<file path="config.mk">
export PLATFORM = sky130hd
export DESIGN_NAME = h263_intra_coeff_quantiser_top_flat
export DESIGN_NICKNAME = d
export VERILOG_FILES = /design/src/design/hciq_pkg.sv /design/src/design/hciq_in_if.sv /design/src/design/hciq_out_if.sv /design/src/design/hciq_cfg_if.sv /design/src/design/h263_intra_coeff_quantiser_top.sv /design/src/design/hciq_decode.sv /design/src/design/hciq_mult.sv /design/src/design/hciq_correct.sv /design/src/design/hciq_output.sv /design/src/flat_wrapper.sv
export SDC_FILE = /design/constraint.sdc
export NUM_CORES = 1
export LEC_CHECK = 0
export ABC_AREA = 0
export BUFFER_PORTS_ARGS = -buffer_cell sky130_fd_sc_hd__buf_2
export CAP_MARGIN = 5
export CORE_UTILIZATION = 45
export CTS_BUF_LIST = sky130_fd_sc_hd__clkbuf_16
export DETAILED_ROUTE_END_ITERATION = 12
export PLACE_DENSITY = 0.61
export SYNTH_ARGS = -nofsm -noshare
export SYNTH_HDL_FRONTEND = slang
export SYNTH_SLANG_ARGS = --single-unit
</file>
<file path="constraint.sdc">
create_clock -name clk -period 14.3 [get_ports clk]
set_input_delay 2.86 -clock clk [delete_from_list [all_inputs] [get_ports clk]]
set_output_delay 2.86 -clock clk [all_outputs]
set_load 0.01 [all_outputs]
</file>
<file path="src/design/hciq_pkg.sv">
// ----------------------------------------------------------------------------
// hciq_pkg
// Types, clipping bounds and the reciprocal table that the stages of the
// H.263 intra coefficient quantiser share.
// ----------------------------------------------------------------------------
package hciq_pkg;

	// Clipping bounds, held as magnitudes.
	localparam logic [11:0] DC_LEVEL_MAX   = 12'd255;
	localparam logic [11:0] DC_LEVEL_MIN   = 12'd1;
	localparam logic [10:0] AC_NORM_POS    = 11'd127;
	localparam logic [10:0] AC_NORM_NEG_Q  = 11'd127;
	localparam logic [10:0] AC_NORM_NEG_IQ = 11'd128;
	localparam logic [10:0] AC_MOD_POS     = 11'd1023;
	localparam logic [10:0] AC_MOD_NEG     = 11'd1024;
	localparam logic [16:0] REC_POS_MAX    = 17'd2047;
	localparam logic [16:0] REC_NEG_MAX    = 17'd2048;
	localparam logic [11:0] DC_REC_MAX     = 12'd2047;

	// Reciprocal bits below the binary point of the quantiser estimate.
	localparam int unsigned RECIP_FRAC = 16;

	typedef enum logic {
		CMD_QUANT   = 1'b0,
		CMD_INVERSE = 1'b1
	} cmd_t;

	// Payload leaving the decode stage.
	typedef struct packed {
		cmd_t        cmd;
		logic        direct_en;
		logic        neg;
		logic        mode;
		logic [4:0]  q;
		logic [11:0] opnd;
		logic [15:0] recip;
		logic [11:0] direct;
	} s1_t;

	// Payload leaving the multiply stage.
	typedef struct packed {
		cmd_t        cmd;
		logic        direct_en;
		logic        neg;
		logic        mode;
		logic [4:0]  q;
		logic [11:0] opnd;
		logic [27:0] prod;
		logic [11:0] direct;
	} s2_t;

	// Payload leaving the correction stage.
	typedef struct packed {
		cmd_t        cmd;
		logic        direct_en;
		logic        neg;
		logic        mode;
		logic [4:0]  q;
		logic [11:0] opnd;
		logic [16:0] val;
		logic [11:0] qd;
		logic [11:0] direct;
	} s3_t;

	// floor(2^16 / (2q)); a step of zero is read as a step of one.
	function automatic logic [15:0] hciq_recip(input logic [4:0] q);
		logic [15:0] r;
		unique case (q)
			5'd0:  r = 16'd32768;
			5'd1:  r = 16'd32768;
			5'd2:  r = 16'd16384;
			5'd3:  r = 16'd10922;
			5'd4:  r = 16'd8192;
			5'd5:  r = 16'd6553;
			5'd6:  r = 16'd5461;
			5'd7:  r = 16'd4681;
			5'd8:  r = 16'd4096;
			5'd9:  r = 16'd3640;
			5'd10: r = 16'd3276;
			5'd11: r = 16'd2978;
			5'd12: r = 16'd2730;
			5'd13: r = 16'd2520;
			5'd14: r = 16'd2340;
			5'd15: r = 16'd2184;
			5'd16: r = 16'd2048;
			5'd17: r = 16'd1927;
			5'd18: r = 16'd1820;
			5'd19: r = 16'd1724;
			5'd20: r = 16'd1638;
			5'd21: r = 16'd1560;
			5'd22: r = 16'd1489;
			5'd23: r = 16'd1424;
			5'd24: r = 16'd1365;
			5'd25: r = 16'd1310;
			5'd26: r = 16'd1260;
			5'd27: r = 16'd1213;
			5'd28: r = 16'd1170;
			5'd29: r = 16'd1129;
			5'd30: r = 16'd1092;
			5'd31: r = 16'd1057;
			default: r = 16'd32768;
		endcase
		return r;
	endfunction

endpackage

</file>
<file path="src/design/hciq_in_if.sv">
// ----------------------------------------------------------------------------
// hciq_in_if
// Input channel: one coefficient or level per item.
// ----------------------------------------------------------------------------
interface hciq_in_if;
	logic               valid;
	logic               ready;
	logic               command;
	logic               dc_flag;
	logic [4:0]         step_size;
	logic signed [11:0] coeff_in;

	modport source (output valid, command, dc_flag, step_size, coeff_in, input ready);
	modport sink   (input valid, command, dc_flag, step_size, coeff_in, output ready);
endinterface

</file>
<file path="src/design/hciq_out_if.sv">
// ----------------------------------------------------------------------------
// hciq_out_if
// Output channel: one quantised level or reconstructed coefficient per item.
// ----------------------------------------------------------------------------
interface hciq_out_if;
	logic               valid;
	logic               ready;
	logic signed [11:0] coeff_out;

	modport source (output valid, coeff_out, input ready);
	modport sink   (input valid, coeff_out, output ready);
endinterface

</file>
<file path="src/design/hciq_cfg_if.sv">
// ----------------------------------------------------------------------------
// hciq_cfg_if
// Configuration write channel for the modified quantisation mode register.
// ----------------------------------------------------------------------------
interface hciq_cfg_if;
	logic valid;
	logic ready;
	logic modified_mode;

	modport source (output valid, modified_mode, input ready);
	modport sink   (input valid, modified_mode, output ready);
endinterface

</file>
<file path="src/design/h263_intra_coeff_quantiser_top.sv">
// ----------------------------------------------------------------------------
// h263_intra_coeff_quantiser_top
// Throughput: one item per cycle while the output side is ready, set by
// the four-stage pipeline with one shared multiplier in its second stage;
// each stage stalls only while it is full and the next one is not ready.
// Reset: arst_n clears every stage valid bit and the mode register to normal.
// ----------------------------------------------------------------------------
module h263_intra_coeff_quantiser_top import hciq_pkg::*; (
	input  logic       clk,
	input  logic       arst_n,
	hciq_cfg_if.sink   cfg,
	hciq_in_if.sink    req,
	hciq_out_if.source rsp
);

	// Modified quantisation mode. Writes must arrive only while the pipeline is
	// empty (not enforced by the block); each item picks up the value at its entry.
	logic mode_q;

	// Handshake between neighbouring stages.
	logic v1, r1, v2, r2, v3, r3;
	s1_t  d1;
	s2_t  d2;
	s3_t  d3;

	assign cfg.ready = 1'b1;

	always_ff @(posedge clk or negedge arst_n) begin
		if (!arst_n) begin
			mode_q <= 1'b0;
		end else if (cfg.valid) begin
			mode_q <= cfg.modified_mode;
		end
	end

	// Stage one: magnitude and sign, the DC and zero-level results, which
	// need no arithmetic beyond shifts, and the level clip for reconstruction.
	hciq_decode u_decode (
		.clk       (clk),
		.arst_n    (arst_n),
		.mode      (mode_q),
		.in_valid  (req.valid),
		.in_ready  (req.ready),
		.command   (req.command),
		.dc_flag   (req.dc_flag),
		.step_size (req.step_size),
		.coeff_in  (req.coeff_in),
		.out_valid (v1),
		.out_ready (r1),
		.out_data  (d1)
	);

	// Stage two: the division by 2q is done as a multiplication by a tabled
	// reciprocal; the same multiplier forms q*(2|level|+1) for reconstruction.
	hciq_mult u_mult (
		.clk       (clk),
		.arst_n    (arst_n),
		.in_valid  (v1),
		.in_ready  (r1),
		.in_data   (d1),
		.out_valid (v2),
		.out_ready (r2),
		.out_data  (d2)
	);

	// Stage three: the reciprocal estimate may fall one short of the true
	// quotient, so it is multiplied back by the divisor for a remainder check.
	hciq_correct u_correct (
		.clk       (clk),
		.arst_n    (arst_n),
		.in_valid  (v2),
		.in_ready  (r2),
		.in_data   (d2),
		.out_valid (v3),
		.out_ready (r3),
		.out_data  (d3)
	);

	// Stage four: remainder correction, clipping to the range of the case
	// and mode, and the sign. Its register is the output register.
	hciq_output u_output (
		.clk       (clk),
		.arst_n    (arst_n),
		.in_valid  (v3),
		.in_ready  (r3),
		.in_data   (d3),
		.out_valid (rsp.valid),
		.out_ready (rsp.ready),
		.coeff_out (rsp.coeff_out)
	);

endmodule

</file>
<file path="src/design/hciq_decode.sv">
// ----------------------------------------------------------------------------
// hciq_decode
// First stage: takes the magnitude, settles the DC and zero-level cases and
// prepares the multiplier operands.
// ----------------------------------------------------------------------------
module hciq_decode import hciq_pkg::*; (
	input  logic               clk,
	input  logic               arst_n,
	input  logic               mode,
	input  logic               in_valid,
	output logic               in_ready,
	input  logic               command,
	input  logic               dc_flag,
	input  logic [4:0]         step_size,
	input  logic signed [11:0] coeff_in,
	output logic               out_valid,
	input  logic               out_ready,
	output s1_t                out_data
);

	logic        valid_s1;
	s1_t         data_s1;
	s1_t         nxt;
	logic [4:0]  q_eff;
	logic        neg;
	logic [11:0] mag;
	logic [8:0]  mag_div8;
	logic [10:0] lim;
	logic [10:0] lvl;
	logic [11:0] dc_q;
	logic [11:0] dc_iq;

	assign in_ready  = !valid_s1 || out_ready;
	assign out_valid = valid_s1;
	assign out_data  = data_s1;

	always_comb begin
		q_eff    = (step_size == 5'd0) ? 5'd1 : step_size;
		neg      = coeff_in[11];
		mag      = neg ? (~coeff_in + 12'd1) : coeff_in;
		mag_div8 = mag[11:3];

		// DC quantise: truncation toward zero, so any negative value clips up to one.
		if (neg || mag_div8 == 9'd0) begin
			dc_q = DC_LEVEL_MIN;
		end else if (mag_div8 > 9'(DC_LEVEL_MAX)) begin
			dc_q = DC_LEVEL_MAX;
		end else begin
			dc_q = {3'd0, mag_div8};
		end

		// DC reconstruction: eight times the level, never below zero.
		if (neg) begin
			dc_iq = 12'd0;
		end else if (mag[11:8] != 4'd0) begin
			dc_iq = DC_REC_MAX;
		end else begin
			dc_iq = {1'b0, mag[7:0], 3'd0};
		end

		// Level range of the current mode before reconstruction.
		if (neg) begin
			lim = mode ? AC_MOD_NEG : AC_NORM_NEG_IQ;
		end else begin
			lim = mode ? AC_MOD_POS : AC_NORM_POS;
		end
		lvl = (mag > {1'b0, lim}) ? lim : mag[10:0];

		nxt.cmd       = cmd_t'(command);
		nxt.neg       = neg;
		nxt.mode      = mode;
		nxt.q         = q_eff;
		nxt.recip     = hciq_recip(q_eff);
		nxt.direct_en = dc_flag || (command == CMD_INVERSE && mag == 12'd0);
		nxt.opnd      = (command == CMD_INVERSE) ? {lvl, 1'b1} : mag;
		if (!dc_flag) begin
			nxt.direct = 12'd0;
		end else begin
			nxt.direct = (command == CMD_INVERSE) ? dc_iq : dc_q;
		end
	end

	always_ff @(posedge clk or negedge arst_n) begin
		if (!arst_n) begin
			valid_s1 <= 1'b0;
		end else if (in_ready) begin
			valid_s1 <= in_valid;
		end
	end

	always_ff @(posedge clk) begin
		if (in_ready && in_valid) begin
			data_s1 <= nxt;
		end
	end

endmodule

</file>
<file path="src/design/hciq_mult.sv">
// ----------------------------------------------------------------------------
// hciq_mult
// Second stage: one shared multiplier, magnitude times reciprocal when
// quantising, odd level times step when reconstructing.
// ----------------------------------------------------------------------------
module hciq_mult import hciq_pkg::*; (
	input  logic clk,
	input  logic arst_n,
	input  logic in_valid,
	output logic in_ready,
	input  s1_t  in_data,
	output logic out_valid,
	input  logic out_ready,
	output s2_t  out_data
);

	logic        valid_s2;
	s2_t         data_s2;
	s2_t         nxt;
	logic [15:0] factor;

	assign in_ready  = !valid_s2 || out_ready;
	assign out_valid = valid_s2;
	assign out_data  = data_s2;

	always_comb begin
		factor        = (in_data.cmd == CMD_INVERSE) ? {11'd0, in_data.q} : in_data.recip;
		nxt.cmd       = in_data.cmd;
		nxt.direct_en = in_data.direct_en;
		nxt.neg       = in_data.neg;
		nxt.mode      = in_data.mode;
		nxt.q         = in_data.q;
		nxt.opnd      = in_data.opnd;
		nxt.direct    = in_data.direct;
		nxt.prod      = 28'(in_data.opnd) * 28'(factor);
	end

	always_ff @(posedge clk or negedge arst_n) begin
		if (!arst_n) begin
			valid_s2 <= 1'b0;
		end else if (in_ready) begin
			valid_s2 <= in_valid;
		end
	end

	always_ff @(posedge clk) begin
		if (in_ready && in_valid) begin
			data_s2 <= nxt;
		end
	end

endmodule

</file>
<file path="src/design/hciq_correct.sv">
// ----------------------------------------------------------------------------
// hciq_correct
// Third stage: quotient estimate times divisor for the remainder check, or
// the even-step adjustment of the reconstructed magnitude.
// ----------------------------------------------------------------------------
module hciq_correct import hciq_pkg::*; (
	input  logic clk,
	input  logic arst_n,
	input  logic in_valid,
	output logic in_ready,
	input  s2_t  in_data,
	output logic out_valid,
	input  logic out_ready,
	output s3_t  out_data
);

	logic        valid_s3;
	s3_t         data_s3;
	s3_t         nxt;
	logic [11:0] q_est;
	logic [5:0]  divisor;
	logic [17:0] q_times_d;
	logic [16:0] rec_mag;

	assign in_ready  = !valid_s3 || out_ready;
	assign out_valid = valid_s3;
	assign out_data  = data_s3;

	always_comb begin
		q_est     = in_data.prod[RECIP_FRAC +: 12];
		divisor   = {in_data.q, 1'b0};
		q_times_d = 18'(q_est) * 18'(divisor);
		// An even step reconstructs one short in magnitude.
		rec_mag   = in_data.prod[16:0] - 17'(!in_data.q[0]);

		nxt.cmd       = in_data.cmd;
		nxt.direct_en = in_data.direct_en;
		nxt.neg       = in_data.neg;
		nxt.mode      = in_data.mode;
		nxt.q         = in_data.q;
		nxt.opnd      = in_data.opnd;
		nxt.direct    = in_data.direct;
		nxt.val       = (in_data.cmd == CMD_INVERSE) ? rec_mag : {5'd0, q_est};
		// The estimate never exceeds the true quotient, so this stays within the magnitude.
		nxt.qd        = q_times_d[11:0];
	end

	always_ff @(posedge clk or negedge arst_n) begin
		if (!arst_n) begin
			valid_s3 <= 1'b0;
		end else if (in_ready) begin
			valid_s3 <= in_valid;
		end
	end

	always_ff @(posedge clk) begin
		if (in_ready && in_valid) begin
			data_s3 <= nxt;
		end
	end

endmodule

</file>
<file path="src/design/hciq_output.sv">
// ----------------------------------------------------------------------------
// hciq_output
// Fourth stage and output register: remainder correction, sign and clipping.
// ----------------------------------------------------------------------------
module hciq_output import hciq_pkg::*; (
	input  logic               clk,
	input  logic               arst_n,
	input  logic               in_valid,
	output logic               in_ready,
	input  s3_t                in_data,
	output logic               out_valid,
	input  logic               out_ready,
	output logic signed [11:0] coeff_out
);

	logic        valid_s4;
	logic [11:0] coeff_s4;
	logic [11:0] nxt;
	logic [5:0]  divisor;
	logic [11:0] rem;
	logic [11:0] q_true;
	logic [10:0] q_cap;
	logic [11:0] q_lim;
	logic [16:0] r_cap;
	logic [11:0] mag_res;

	assign in_ready  = !valid_s4 || out_ready;
	assign out_valid = valid_s4;
	assign coeff_out = coeff_s4;

	always_comb begin
		divisor = {in_data.q, 1'b0};
		rem     = in_data.opnd - in_data.qd;
		q_true  = (rem >= {6'd0, divisor}) ? (in_data.val[11:0] + 12'd1) : in_data.val[11:0];

		if (in_data.neg) begin
			q_cap = in_data.mode ? AC_MOD_NEG : AC_NORM_NEG_Q;
			r_cap = REC_NEG_MAX;
		end else begin
			q_cap = in_data.mode ? AC_MOD_POS : AC_NORM_POS;
			r_cap = REC_POS_MAX;
		end
		q_lim = (q_true > {1'b0, q_cap}) ? {1'b0, q_cap} : q_true;

		if (in_data.cmd == CMD_INVERSE) begin
			mag_res = (in_data.val > r_cap) ? r_cap[11:0] : in_data.val[11:0];
		end else begin
			mag_res = q_lim;
		end

		if (in_data.direct_en) begin
			nxt = in_data.direct;
		end else if (in_data.neg) begin
			nxt = ~mag_res + 12'd1;
		end else begin
			nxt = mag_res;
		end
	end

	always_ff @(posedge clk or negedge arst_n) begin
		if (!arst_n) begin
			valid_s4 <= 1'b0;
		end else if (in_ready) begin
			valid_s4 <= in_valid;
		end
	end

	always_ff @(posedge clk) begin
		if (in_ready && in_valid) begin
			coeff_s4 <= nxt;
		end
	end

endmodule

</file>
<file path="src/flat_wrapper.sv">
// flat-port wrapper written by rule: the top's interface ports become plain ports
module h263_intra_coeff_quantiser_top_flat import hciq_pkg::*;
  (clk, arst_n, cfg_valid, cfg_modified_mode, cfg_ready, req_valid, req_command, req_dc_flag, req_step_size, req_coeff_in, req_ready, rsp_valid, rsp_coeff_out, rsp_ready);
  hciq_cfg_if cfg_i ();
  hciq_in_if req_i ();
  hciq_out_if rsp_i ();
  input  logic clk;
  input  logic arst_n;
  input wire logic [$bits(cfg_i.valid)-1:0] cfg_valid;
  input wire logic [$bits(cfg_i.modified_mode)-1:0] cfg_modified_mode;
  output wire logic [$bits(cfg_i.ready)-1:0] cfg_ready;
  input wire logic [$bits(req_i.valid)-1:0] req_valid;
  input wire logic [$bits(req_i.command)-1:0] req_command;
  input wire logic [$bits(req_i.dc_flag)-1:0] req_dc_flag;
  input wire logic [$bits(req_i.step_size)-1:0] req_step_size;
  input wire logic [$bits(req_i.coeff_in)-1:0] req_coeff_in;
  output wire logic [$bits(req_i.ready)-1:0] req_ready;
  output wire logic [$bits(rsp_i.valid)-1:0] rsp_valid;
  output wire logic [$bits(rsp_i.coeff_out)-1:0] rsp_coeff_out;
  input wire logic [$bits(rsp_i.ready)-1:0] rsp_ready;
  assign cfg_i.valid = cfg_valid;
  assign cfg_i.modified_mode = cfg_modified_mode;
  assign cfg_ready = cfg_i.ready;
  assign req_i.valid = req_valid;
  assign req_i.command = req_command;
  assign req_i.dc_flag = req_dc_flag;
  assign req_i.step_size = req_step_size;
  assign req_i.coeff_in = req_coeff_in;
  assign req_ready = req_i.ready;
  assign rsp_valid = rsp_i.valid;
  assign rsp_coeff_out = rsp_i.coeff_out;
  assign rsp_i.ready = rsp_ready;
  h263_intra_coeff_quantiser_top u_core (.clk(clk), .arst_n(arst_n), .cfg(cfg_i), .req(req_i), .rsp(rsp_i));
endmodule
</file>
; ---- Word level (Yosys, flattened, before mapping)
; Memories as Yosys holds them, arrays and structs flattened. A register that Yosys moved wholly into a read port is not among the register bits.
; Index checks and enable logic that the tools add are counted.
[word_totals]
reg_bits = 172
romBits = 512
elab_cells = 91
mem_count = 1
[memory_table]
columns = name, words, word_bits, read_ports, rd_clocked_by_memory_dff, write_ports, line_no
row1 = (name not given), 32, 16, 1, 1, 0, hciq_pkg.sv:68  ; unique case (q)
[classes]
addsub = 5
mul = 2
n_lt_le_gt_ge = 5
mux = 24
bitwise_logic = 2
n_reduce_logical = 20
[op_table]
columns = op, n
row1 = 12-bit 2-to-1 mux, 13
row2 = 11-bit 2-to-1 mux, 6
row3 = 12-bit by 1-bit adder with 12-bit output (second input constant), 3
row4 = 12-bit by 16-bit multiplier with 28-bit output, 1
row5 = 12-bit by 11-bit greater-than comparator with 1-bit output, 2
row6 = 12-bit NOT, 2
row7 = 10-bit 2-to-1 mux, 2
row8 = 17-bit greater-than comparator, 1
row9 = 17-bit by 1-bit subtractor with 17-bit output, 1
row10 = 16-bit 2-to-1 mux, 1
row11 = 12-bit by 6-bit greater-or-equal comparator with 1-bit output, 1
row12 = 12-bit logical NOT, 1
row13 = 12-bit by 5-bit multiplier with 11-bit output, 1
row14 = 12-bit subtractor, 1
row15 = 9-bit by 8-bit greater-than comparator with 1-bit output (second input constant), 1
row16 = 9-bit logical NOT, 1
row17 = 9-bit 2-to-1 mux, 1
row18 = 1-bit logical OR, 6
row19 = 1-bit logical AND, 5
row20 = 1-bit logical NOT, 5
row21 = 5-bit logical NOT, 1
row22 = 5-bit 2-to-1 mux, 1
row23 = 4-bit nonzero test, 1

; ---- Depth between registers and ports, before layout
; Gate-level depths: netlist of the first run.
[depth]
ltp_word = 10
mapped_depth = 33

; ---- Cells and area by module
; From an unflattened synthesis of the first run, not the netlist that was laid out.
[unflattened]
hier_cells = 1852
hier_area_um2 = 18052.3
[modules_own_cells]
columns = mod, n_inst, cells_per_inst, area_each_um2, seq_area_each_um2
row1 = hciq_mult, 1, 837, 8209.1, 1856.8
row2 = hciq_correct, 1, 281, 3483.3, 1856.8
row3 = hciq_decode, 1, 327, 3223.1, 1466.4
row4 = hciq_output, 1, 403, 3085.5, 385.4
row5 = h263_intra_coeff_quantiser_top, 1, 4, 51.3, 25.0

; ---- Least setup slack after synthesis of the first run
; No wires, ideal clock.
[synth_path]
path_type = flip-flop to flip-flop
startpoint = register u_core.u_correct.data_s3 (netlist bit u_core.u_correct.out_data[42])
endpoint = register u_core.u_output.coeff_s4[10], in the netlist u_core.u_output.coeff_out[10] (data pin)
setup_ps = 265
t_arrival_ps = 6284
slack_ps = 7751
path_stages_with_launch = 30
n_path_buf = 1
path_cell_list = edfxtp_1 inv_1 ha_1 inv_1 fa_1 a211oi_4 nor2_1 nor2_1 nor2_1 ha_1 a2111oi_2 nand3_1 or4_4 or3_1 buf_6 nor2_1 mux2_2 ha_1 nor2b_1 o21a_1 o21a_1 o211ai_1 a21oi_1 o21ai_0 nand3_1 o311a_1 or4b_1 o41a_1 xnor2_1 o21ai_1
[synth_between]
elab_chain_cells = 10
[synth_rtl]
columns = item, line_no
row1 = "start, declared", hciq_correct.sv:18  ; s3_t data_s3;
row2 = "start signal, assigned", hciq_correct.sv:58  ; data_s3 <= nxt;
row3 = 12-bit subtractor (*), hciq_output.sv:33  ; rem = in_data.opnd - in_data.qd;
row4 = 12-bit by 6-bit greater-or-equal comparator with 1-bit output (*), hciq_output.sv:34  ; q_true = (rem >= {6'd0, divisor}) ? (in_data.val[11:0] + 12'd1) : in_data.val[11:0];
row5 = 12-bit 2-to-1 mux (*), hciq_output.sv:34
row6 = 12-bit by 11-bit greater-than comparator with 1-bit output, hciq_output.sv:43  ; q_lim = (q_true > {1'b0, q_cap}) ? {1'b0, q_cap} : q_true;
row7 = 12-bit 2-to-1 mux (*), hciq_output.sv:43
row8 = 12-bit 2-to-1 mux (*), hciq_output.sv:45  ; if (in_data.cmd == CMD_INVERSE) begin
row9 = 12-bit NOT, hciq_output.sv:54  ; nxt = ~mag_res + 12'd1;
row10 = 12-bit by 1-bit adder with 12-bit output, hciq_output.sv:54
row11 = 12-bit 2-to-1 mux (*), hciq_output.sv:53  ; end else if (in_data.neg) begin
row12 = 12-bit 2-to-1 mux (*), hciq_output.sv:51  ; if (in_data.direct_en) begin
row13 = named net u_core.u_output.nxt[10], hciq_output.sv:18  ; logic [11:0] nxt;
row14 = "end signal, assigned", hciq_output.sv:70  ; coeff_s4 <= nxt;
row15 = "end, declared", hciq_output.sv:17  ; logic [11:0] coeff_s4;
; The timed path passes the listed nets; every way through them passes the cells marked *.
; A chain may end at the register's enable or synchronous reset.

; ---- Worst setup path after layout of the first run
[layout_path]
startpoint = register u_core.u_correct.data_s3 (netlist bit u_core.u_correct.out_data[42])
endpoint = register u_core.u_output.coeff_s4[11], in the netlist u_core.u_output.coeff_out[11] (data pin)
[layout_between]
elab_chain_cells = 10
[layout_rtl]
columns = item, line_no
row1 = 12-bit subtractor (*), hciq_output.sv:33
row2 = 12-bit by 6-bit greater-or-equal comparator with 1-bit output (*), hciq_output.sv:34
row3 = 12-bit 2-to-1 mux (*), hciq_output.sv:34
row4 = 12-bit by 11-bit greater-than comparator with 1-bit output, hciq_output.sv:43
row5 = 12-bit 2-to-1 mux (*), hciq_output.sv:43
row6 = 12-bit 2-to-1 mux (*), hciq_output.sv:45
row7 = 12-bit NOT, hciq_output.sv:54
row8 = 12-bit by 1-bit adder with 12-bit output, hciq_output.sv:54
row9 = 12-bit 2-to-1 mux (*), hciq_output.sv:53
row10 = 12-bit 2-to-1 mux (*), hciq_output.sv:51
; Every way passes the cells marked *; elsewhere a longest branch is shown, timed or not.

==> flow_metrics.tcl, run 1 <==
set metrics [dict create \
    max_stage_delay_ns 0.55 \
    antenna_found_initial 0 \
    rsz0062_at_grt "false" \
    r2r_start "u_core.u_correct.out_data[42]$_DFFE_PP_" \
    netSwitchingFraction_pct 43.0 \
    crit_type "reg2reg" \
    htreeDepth 4 \
    die_area_um2 38300 \
    via_count 11727 \
    holdBufCountCts 0 \
    post-route-period-util_pct 50.7 \
    postRouteWirelength_um 36900 \
    finalHoldViolCount 0 \
    ios 40 \
    peakVddDrop_mv 0.0944 \
    yosysMostFrequentCell "nand2_1" \
    synth_top_area_cell "edfxtp_1" \
    internal_power_w 0.00192 \
    seqPwrFrac_pct 28.2 \
    max_slew_margin_pct 24.9 \
    combPwrFrac_pct 58.2 \
    nFillCells 3392 \
    place_area_um2 17500 \
    routabilityCongestion 0.857 \
    worst_ep_arrival_time_ns 7.52 \
    drtIter0Drc 744 \
    worstPathRequired_ns 14.56 \
    synthArstFlopShare_pct 2.70 \
    grt_max_degree 61 \
    chipHeight_um 196 \
    areaGrowthSynthToFinish_pct 6.64 \
    dp_hpwl_um 28200 \
    cp_max_fo 10 \
    synth_area_um2 16900 \
    fin_crit_ns 7.26 \
    postCtsSetupBuffers 0 \
    hold_path_end "u_core.u_correct.out_data[2]$_DFFE_PP_" \
    vias_per_cell 5.41 \
    r2r_slack_ns 7.04 \
    cts_buffer_depth 2 \
    grt_pass1_vias 11781 \
    core_um2 36800 \
    p_sw_w 0.00145 \
    cts_resized 0 \
    syn_nets 2008 \
    max-cap-violations 0 \
    wl_met3_um 1570 \
    highest_layer "met4" \
    path_buf_inv 2 \
    drive_gt1_share_pct 6.18 \
    ant_nets 0 \
    worst_pin_slew_ns 1.10 \
    portBuffers 38 \
    yosys_most_used_dff "edfxtp_1" \
    pwr-share-clk_pct 13.6 \
    clock-sinks 185 \
    setup_violations 0 \
    path_common_cell "nor2_1" \
    hold_path_class "reg2reg" \
    power_density_nw_per_um2 187 \
    wire_per_inst_um 17.0 \
    rr_worst_depth 28 \
    fmax_ghz 0.138 \
    avgSynthCellArea_um2 10.0 \
    synth_common_cells "221 x nand2_1, 211 x inv_1, 180 x edfxtp_1, 161 x fa_1, 132 x ha_1" \
    cts_tree "done" \
    cp_slowest_cell "o311ai_1" \
    cts.clk_slew.worst_paths_ns 0.07 \
    synth-seq-cells 185 \
    cellLeakagePower_nw 7.83 \
    num_rows 70 \
    critical_path.top_delay_family "compound AO/OA/AOI/OAI gates" \
    grt_overflow_total 0 \
    grt_pass1_wl_um 60700 \
    start_kind "flop" \
    rr_endpoint "u_core.u_output.coeff_out[11]$_SDFFCE_PP0P_" \
    drt_pre_antenna_iters 7 \
    synth.yosys.seq_area_share_pct 32.7 \
    fp.dieW_um 196 \
    stdcell_area_um2 18000 \
    start_util_pct 45.9 \
    hp-start "u_core.u_mult.out_data[2]$_DFFE_PP_" \
    clock_skew_ns 0.0264 \
    whs_path_depth 0 \
    synth_area_leaders "edfxtp_1 32%, fa_1 19%, ha_1 9.8%" \
    ys_warn_count 0 \
    wl_met2_um 17000 \
    antenna_cells 0 \
    grt_use_total_pct 20.1 \
    clk_latency_ns 0.45 \
    status "finished, final reports clean" \
    cts_root_buffer "clkbuf_16" \
    wirelength_met1_um 17700 \
    synth_top_area_share_pct 32.0 \
    synthCells 1690 \
    end_kind "flop" \
    slew_violations 0 \
    nets 2003 \
    numCtsBuffers 17 \
    drc_errors 0 \
    synth.distinct_cells 78 \
    synth_edf_count 180 \
    setup_tns_ns 0 \
]
-- worst register-to-register path, delay by kind of cell, from the launching register on --
| family | cells | cell delay [ns] |
|---|---|---|
| AOI/OAI and AO/OA | 11 | 2.70 |
| adders and majority gates | 4 | 1.05 |
| muxes | 1 | 0.42 |
| and+or+nand+nor | 10 | 2.43 |
| buffers and inverters | 2 | 0.11 |
| DFF | 1 | 0.36 |
-- worst max-delay path by stage --
stage          cells after the start                                          end                               startpoint
2_1_floorplan                     29      u_core.u_output.coeff_out[10]$_DFFE_PP_  u_core.u_correct.out_data[42]$_DFFE_PP_
3_3_place_gp                      28      u_core.u_output.coeff_out[10]$_DFFE_PP_  u_core.u_correct.out_data[42]$_DFFE_PP_
3_5_place_dp                      28  u_core.u_output.coeff_out[11]$_SDFFCE_PP0P_  u_core.u_correct.out_data[42]$_DFFE_PP_
4_1_cts                           28  u_core.u_output.coeff_out[11]$_SDFFCE_PP0P_  u_core.u_correct.out_data[42]$_DFFE_PP_
5_1_grt                           28       u_core.u_output.coeff_out[9]$_DFFE_PP_  u_core.u_correct.out_data[42]$_DFFE_PP_
6_report                          28  u_core.u_output.coeff_out[11]$_SDFFCE_PP0P_  u_core.u_correct.out_data[42]$_DFFE_PP_
-- placed cells by master, fill, tap and decap left out, types with 57 or more instances in the layout --
master	netlist	final
a21oi_1	74	74
and2_1	88	85
edfxtp_1	180	180
fa_1	161	161
ha_1	132	132
inv_1	211	211
nand2_1	221	221
nor2_1	81	81
o21ai_0	63	63
xnor2_1	57	57
-- layer usage --
metal  vias to the layer above  GRT usage [%]
met3                        49           3.01
met4                         0           5.90
met5                         -              0
li1                       5688              -
met1                      5730           28.6
met2                       260           31.8
-- cells by family after synthesis --
logic type | after synthesis | share of synthesized area, %
xor gates and xnor gates | 84 | 4.36
adders and majority gates | 293 | 28.9
other | 1 | 0.0222
muxes | 13 | 0.837
buffers and inverters | 285 | 6.41
AOI/OAI and AO/OA | 287 | 11.2
DFF | 185 | 32.7
and+or+nand+nor | 542 | 15.5
-- layout make-up --
type,instances,area [um^2],area share [%]
timing repair buffer,45,243,1.35
clock buffer,17,425,2.36
sequential,185,5530,30.7
multi-input combinational,1220,10300,57.1
tap,468,586,3.25
clock inverter,15,135,0.750
inverter,216,811,4.50
-- state kept, by name, indices dropped and copies added, names as in the netlist --
signal                      count
u_core.u_decode.out_data       48
u_core.u_mult.out_valid         1
u_core.u_correct.out_data      60
u_core.mode_q                   1
u_core.u_mult.out_data         60
u_core.u_output.coeff_out      12
u_core.u_decode.out_valid       1
u_core.u_correct.out_valid      1
u_core.u_output.out_valid       1
-- power groups by stage --
stage          logic, W  clock network, W  registers, W
2_1_floorplan   0.00158                 0      0.000895
3_3_place_gp    0.00193                 0      0.000960
3_5_place_dp    0.00197                 0      0.000962
4_1_cts         0.00199          0.000470      0.000950
5_1_grt         0.00225          0.000490      0.000965
6_report        0.00196          0.000456      0.000950
-- through the flow --
stage	hold WS (ns)	util, %	cells	setup WS (ns)	total power, W
floorplan	0.400	-	1690	7.75	0.00248
global placement	0.401	47.4	2134	7.27	0.00289
detailed placement	0.405	47.4	2134	7.13	0.00293
CTS	0.417	49.0	2166	7.11	0.00341
global route	0.427	49.0	2166	6.55	0.00371
finish	0.418	49.0	2166	7.04	0.00337
No activity file was read; power rests on OpenSTA's default activity.
==> run 2: changes to the inputs <==
--- a/config.mk
+++ b/config.mk
@@ -5,13 +5,13 @@
 export SDC_FILE = /design/constraint.sdc
 export NUM_CORES = 1
 export LEC_CHECK = 0
-export ABC_AREA = 0
+export ABC_AREA = 1
 export BUFFER_PORTS_ARGS = -buffer_cell sky130_fd_sc_hd__buf_2
 export CAP_MARGIN = 5
 export CORE_UTILIZATION = 45
 export CTS_BUF_LIST = sky130_fd_sc_hd__clkbuf_16
 export DETAILED_ROUTE_END_ITERATION = 12
-export PLACE_DENSITY = 0.61
+export PLACE_DENSITY = 0.63
 export SYNTH_ARGS = -nofsm -noshare
 export SYNTH_HDL_FRONTEND = slang
 export SYNTH_SLANG_ARGS = --single-unit
==> constraint.sdc (replaced) <==
create_clock -name clk -period 6.5 [get_ports clk]
set_input_delay 1.3 -clock clk [delete_from_list [all_inputs] [get_ports clk]]
set_output_delay 1.3 -clock clk [all_outputs]
set_load 0.01 [all_outputs]
==> run 2 against run 1 <==
  * Flip-flop and latch count unchanged
  * Power increased by 130%
  * Clock power increased by 130%
==> flow_metrics.tcl, run 2 <==
set metrics [dict create \
    grt_pass1_wl_um 63500 \
    die_area_um2 38400 \
    layout.cells.most_common "nand2_1" \
    slew_violations 0 \
    synth_top_area_share_pct 32.0 \
    cp_slowest_cell "fa_1" \
    synth.distinct_cells 54 \
    fmax_ghz 0.163 \
    critical_path.top_delay_family "adder cells" \
    fp.dieW_um 196 \
    cts_root_buffer "clkbuf_16" \
    antenna_cells 0 \
    clock_skew_ns 0.0155 \
    worstPathRequired_ns 6.70 \
    place_area_um2 17700 \
    finalHoldViolCount 0 \
    chipHeight_um 196 \
    synth_top_area_cell "edfxtp_1" \
    use_met1_pct 28.9 \
    r2r_start "u_core.u_decode.out_data[48]$_DFFE_PP_" \
    synth_area_leaders "edfxtp_1 32%, fa_1 19%, ha_1 9.8%" \
    cts.clk_slew.worst_paths_ns 0.08 \
    core_um2 36800 \
    status "finished, final reports clean" \
    worst_ep_arrival_time_ns 6.35 \
    areaGrowthSynthToFinish_pct 8.46 \
    clk_latency_ns 0.45 \
    drive_gt1_share_pct 7.72 \
    top_usage_layer "met2" \
    dp_hpwl_um 31400 \
    layout_common_cells "429 x nand2_1, 353 x inv_1, 180 x edfxtp_1" \
    path_common_cell "nand2_1" \
    grt_use_total_pct 21.1 \
    ys_warn_count 0 \
    yosysMostFrequentCell "nand2_1" \
    cp_max_fo 9 \
    combPwrFrac_pct 60.2 \
    antenna_found_initial 1 \
    cts_buffer_depth 2 \
    clock-sinks 185 \
    p_sw_w 0.00350 \
    end_kind "flop" \
    use_met3_pct 3.15 \
    synthArstFlopShare_pct 2.70 \
    dp_worst_setup_slack_ns 0.202 \
    cts_tree "done" \
    htreeDepth 4 \
    internal_power_w 0.00431 \
    timing.final.ws_setup_ns 0.357 \
    ff_latch_area_um2 5530 \
    num_rows 70 \
    max_stage_delay_ns 0.55 \
    start_kind "flop" \
    synth-seq-cells 185 \
    crit_type "reg2reg" \
    via_count 12495 \
    worst_pin_slew_ns 0.972 \
    drc_errors 0 \
    setup_violations 0 \
    avgSynthCellArea_um2 8.83 \
    ios 40 \
    wire_per_inst_um 15.7 \
    synth_area_um2 16900 \
    seqPwrFrac_pct 26.5 \
    numCtsBuffers 17 \
    rsz0062_at_grt "false" \
    synth.yosys.seq_area_share_pct 32.7 \
    ant_nets 0 \
    nFillCells 3470 \
    drt_pre_antenna_iters 5 \
    grt_overflow_total 0 \
    synth_common_cells "429 x nand2_1, 355 x inv_1, 180 x edfxtp_1, 169 x nor2_1, 161 x fa_1" \
    hold_path_class "reg2reg" \
    post-route-period-util_pct 94.5 \
    setup_tns_ns 0 \
    multi_input_area_um2 9850 \
    grt_use_met2_pct 34.4 \
    synthCells 1915 \
    drtIter0Drc 827 \
    nets 2275 \
    peakVddDrop_mv 0.323 \
    hp-start "u_core.u_decode.out_data[47]$_DFFE_PP_" \
    stdcell_area_um2 18300 \
    syn_nets 2233 \
    power_density_nw_per_um2 426 \
    cellLeakagePower_nw 8.94 \
    max-cap-violations 0 \
    postRouteWirelength_um 38300 \
    start_util_pct 46.0 \
    vias_per_cell 5.13 \
    max_slew_margin_pct 35.2 \
    routabilityCongestion 0.943 \
    portBuffers 38 \
    grt_pass1_vias 12593 \
    startpoint "u_core.u_decode.out_data[48]$_DFFE_PP_" \
    grt_max_degree 61 \
    fin_crit_ns 6.14 \
    yosys_most_used_dff "edfxtp_1" \
    netSwitchingFraction_pct 44.8 \
    path_buf_inv 5 \
    pwr-share-clk_pct 13.3 \
    synth_edf_count 180 \
]
[run 2: cell count changes after synthesis, sizes merged, moves of 38 or more]
cell / delta
nand3: +46
and2: -88
inv: +144
nor2b: -38
nor2: +92
nand2: +222
[run 2: timing repair]
| item | 4_1_cts | 5_1_grt |
|---|---|---|
| setup endpoints to repair | 0 | 7 |
| hold buffers | 0 | 0 |
| resized for setup | 0 | 6 |
| buffers inserted | 0 | 4 |
[run 2: area by class of cell]
class | count | share of cell area, %
clock buffer | 17 | 2.32
clock inverter | 15 | 0.894
inverter | 364 | 7.51
multi-input combinational | 1322 | 53.7
sequential | 185 | 30.2
tap | 468 | 3.19
timing repair buffer | 67 | 2.22
[run 2: power by group through the flow]
stage                     Sequential (W)  Clock [W]  Combinational [W]
final                            0.00207    0.00104            0.00470
after global routing             0.00210    0.00111            0.00544
after CTS                        0.00207    0.00107            0.00472
after detailed placement         0.00209          0            0.00468
after global placement           0.00209          0            0.00459
after floorplan                  0.00198          0            0.00373
[run 2: logic make-up (layout without fill, tap and decap cells)]
kind of cell	after synthesis	after routing	synth area share (%)
flip-flops	185	185	32.7
AND/OR/NAND/NOR	737	737	18.3
AO/OA/AOI/OAI	226	226	7.53
XOR/XNOR	64	64	3.36
other	1	1	0.0222
adder cells (fa/ha/maj)	293	293	28.8
buffers and inverters	408	463	9.20
multiplexers	1	1	0.0666
[run 2: worst paths after layout]
kind / endpoint / slack (ns) / cells past startpoint
max reg2reg: u_core.u_mult.out_data[38]$_DFFE_PP_ / 0.36 / 26
min reg2reg: u_core.u_mult.out_data[59]$_DFFE_PP_ / 0.42 / 0
min in group asynchronous: u_core.u_mult.out_valid$_DFFE_PN0P_ / 0.66 / 1
min: u_core.u_mult.out_data[59]$_DFFE_PP_ / 0.42 / 0
max in group asynchronous: u_core.u_decode.out_valid$_DFFE_PN0N_ / 5.70 / 1
max: u_core.u_mult.out_data[38]$_DFFE_PP_ / 0.36 / 26
[run 2: per-stage QoR]
| stage | power, W | instances | hold slack [ns] | utilization [%] |
|---|---|---|---|---|
| global placement | 0.00668 | 2402 | 0.403 | 48.1 |
| global route | 0.00864 | 2438 | 0.425 | 49.9 |
| detailed placement | 0.00678 | 2402 | 0.405 | 48.1 |
| CTS | 0.00785 | 2434 | 0.422 | 49.7 |
| finish | 0.00781 | 2438 | 0.420 | 49.9 |
| floorplan | 0.00572 | 1915 | 0.400 | - |
[run 2: worst register-to-register path, cell delays in order, from the launching register on]
cell        delay [ns]
edfxtp_1          0.49
clkinvlp_4        0.18
or2_2             0.29
nand2_1           0.17
clkinvlp_4        0.24
nand2_1           0.13
fa_1              0.45
fa_1              0.55
inv_1             0.05
fa_1              0.48
inv_1             0.05
fa_1              0.47
inv_1             0.05
fa_1              0.43
ha_1              0.36
a21oi_1           0.15
o21ai_1           0.11
a21o_1            0.17
nand2_1           0.05
nand2_1           0.07
nand2_1           0.06
nand2_1           0.07
a21boi_1          0.25
o21bai_1          0.14
a21boi_1          0.20
o21ai_0           0.12
xor2_1            0.15
[run 2: layer usage]
| metal | wire length (um) | share of wire, % |
|---|---|---|
| met2 | 17800 | 47 |
| met1 | 17500 | 46 |
| met4 | 986 | 2.6 |
| met5 | 0 | 0 |
| met3 | 1970 | 5.1 |
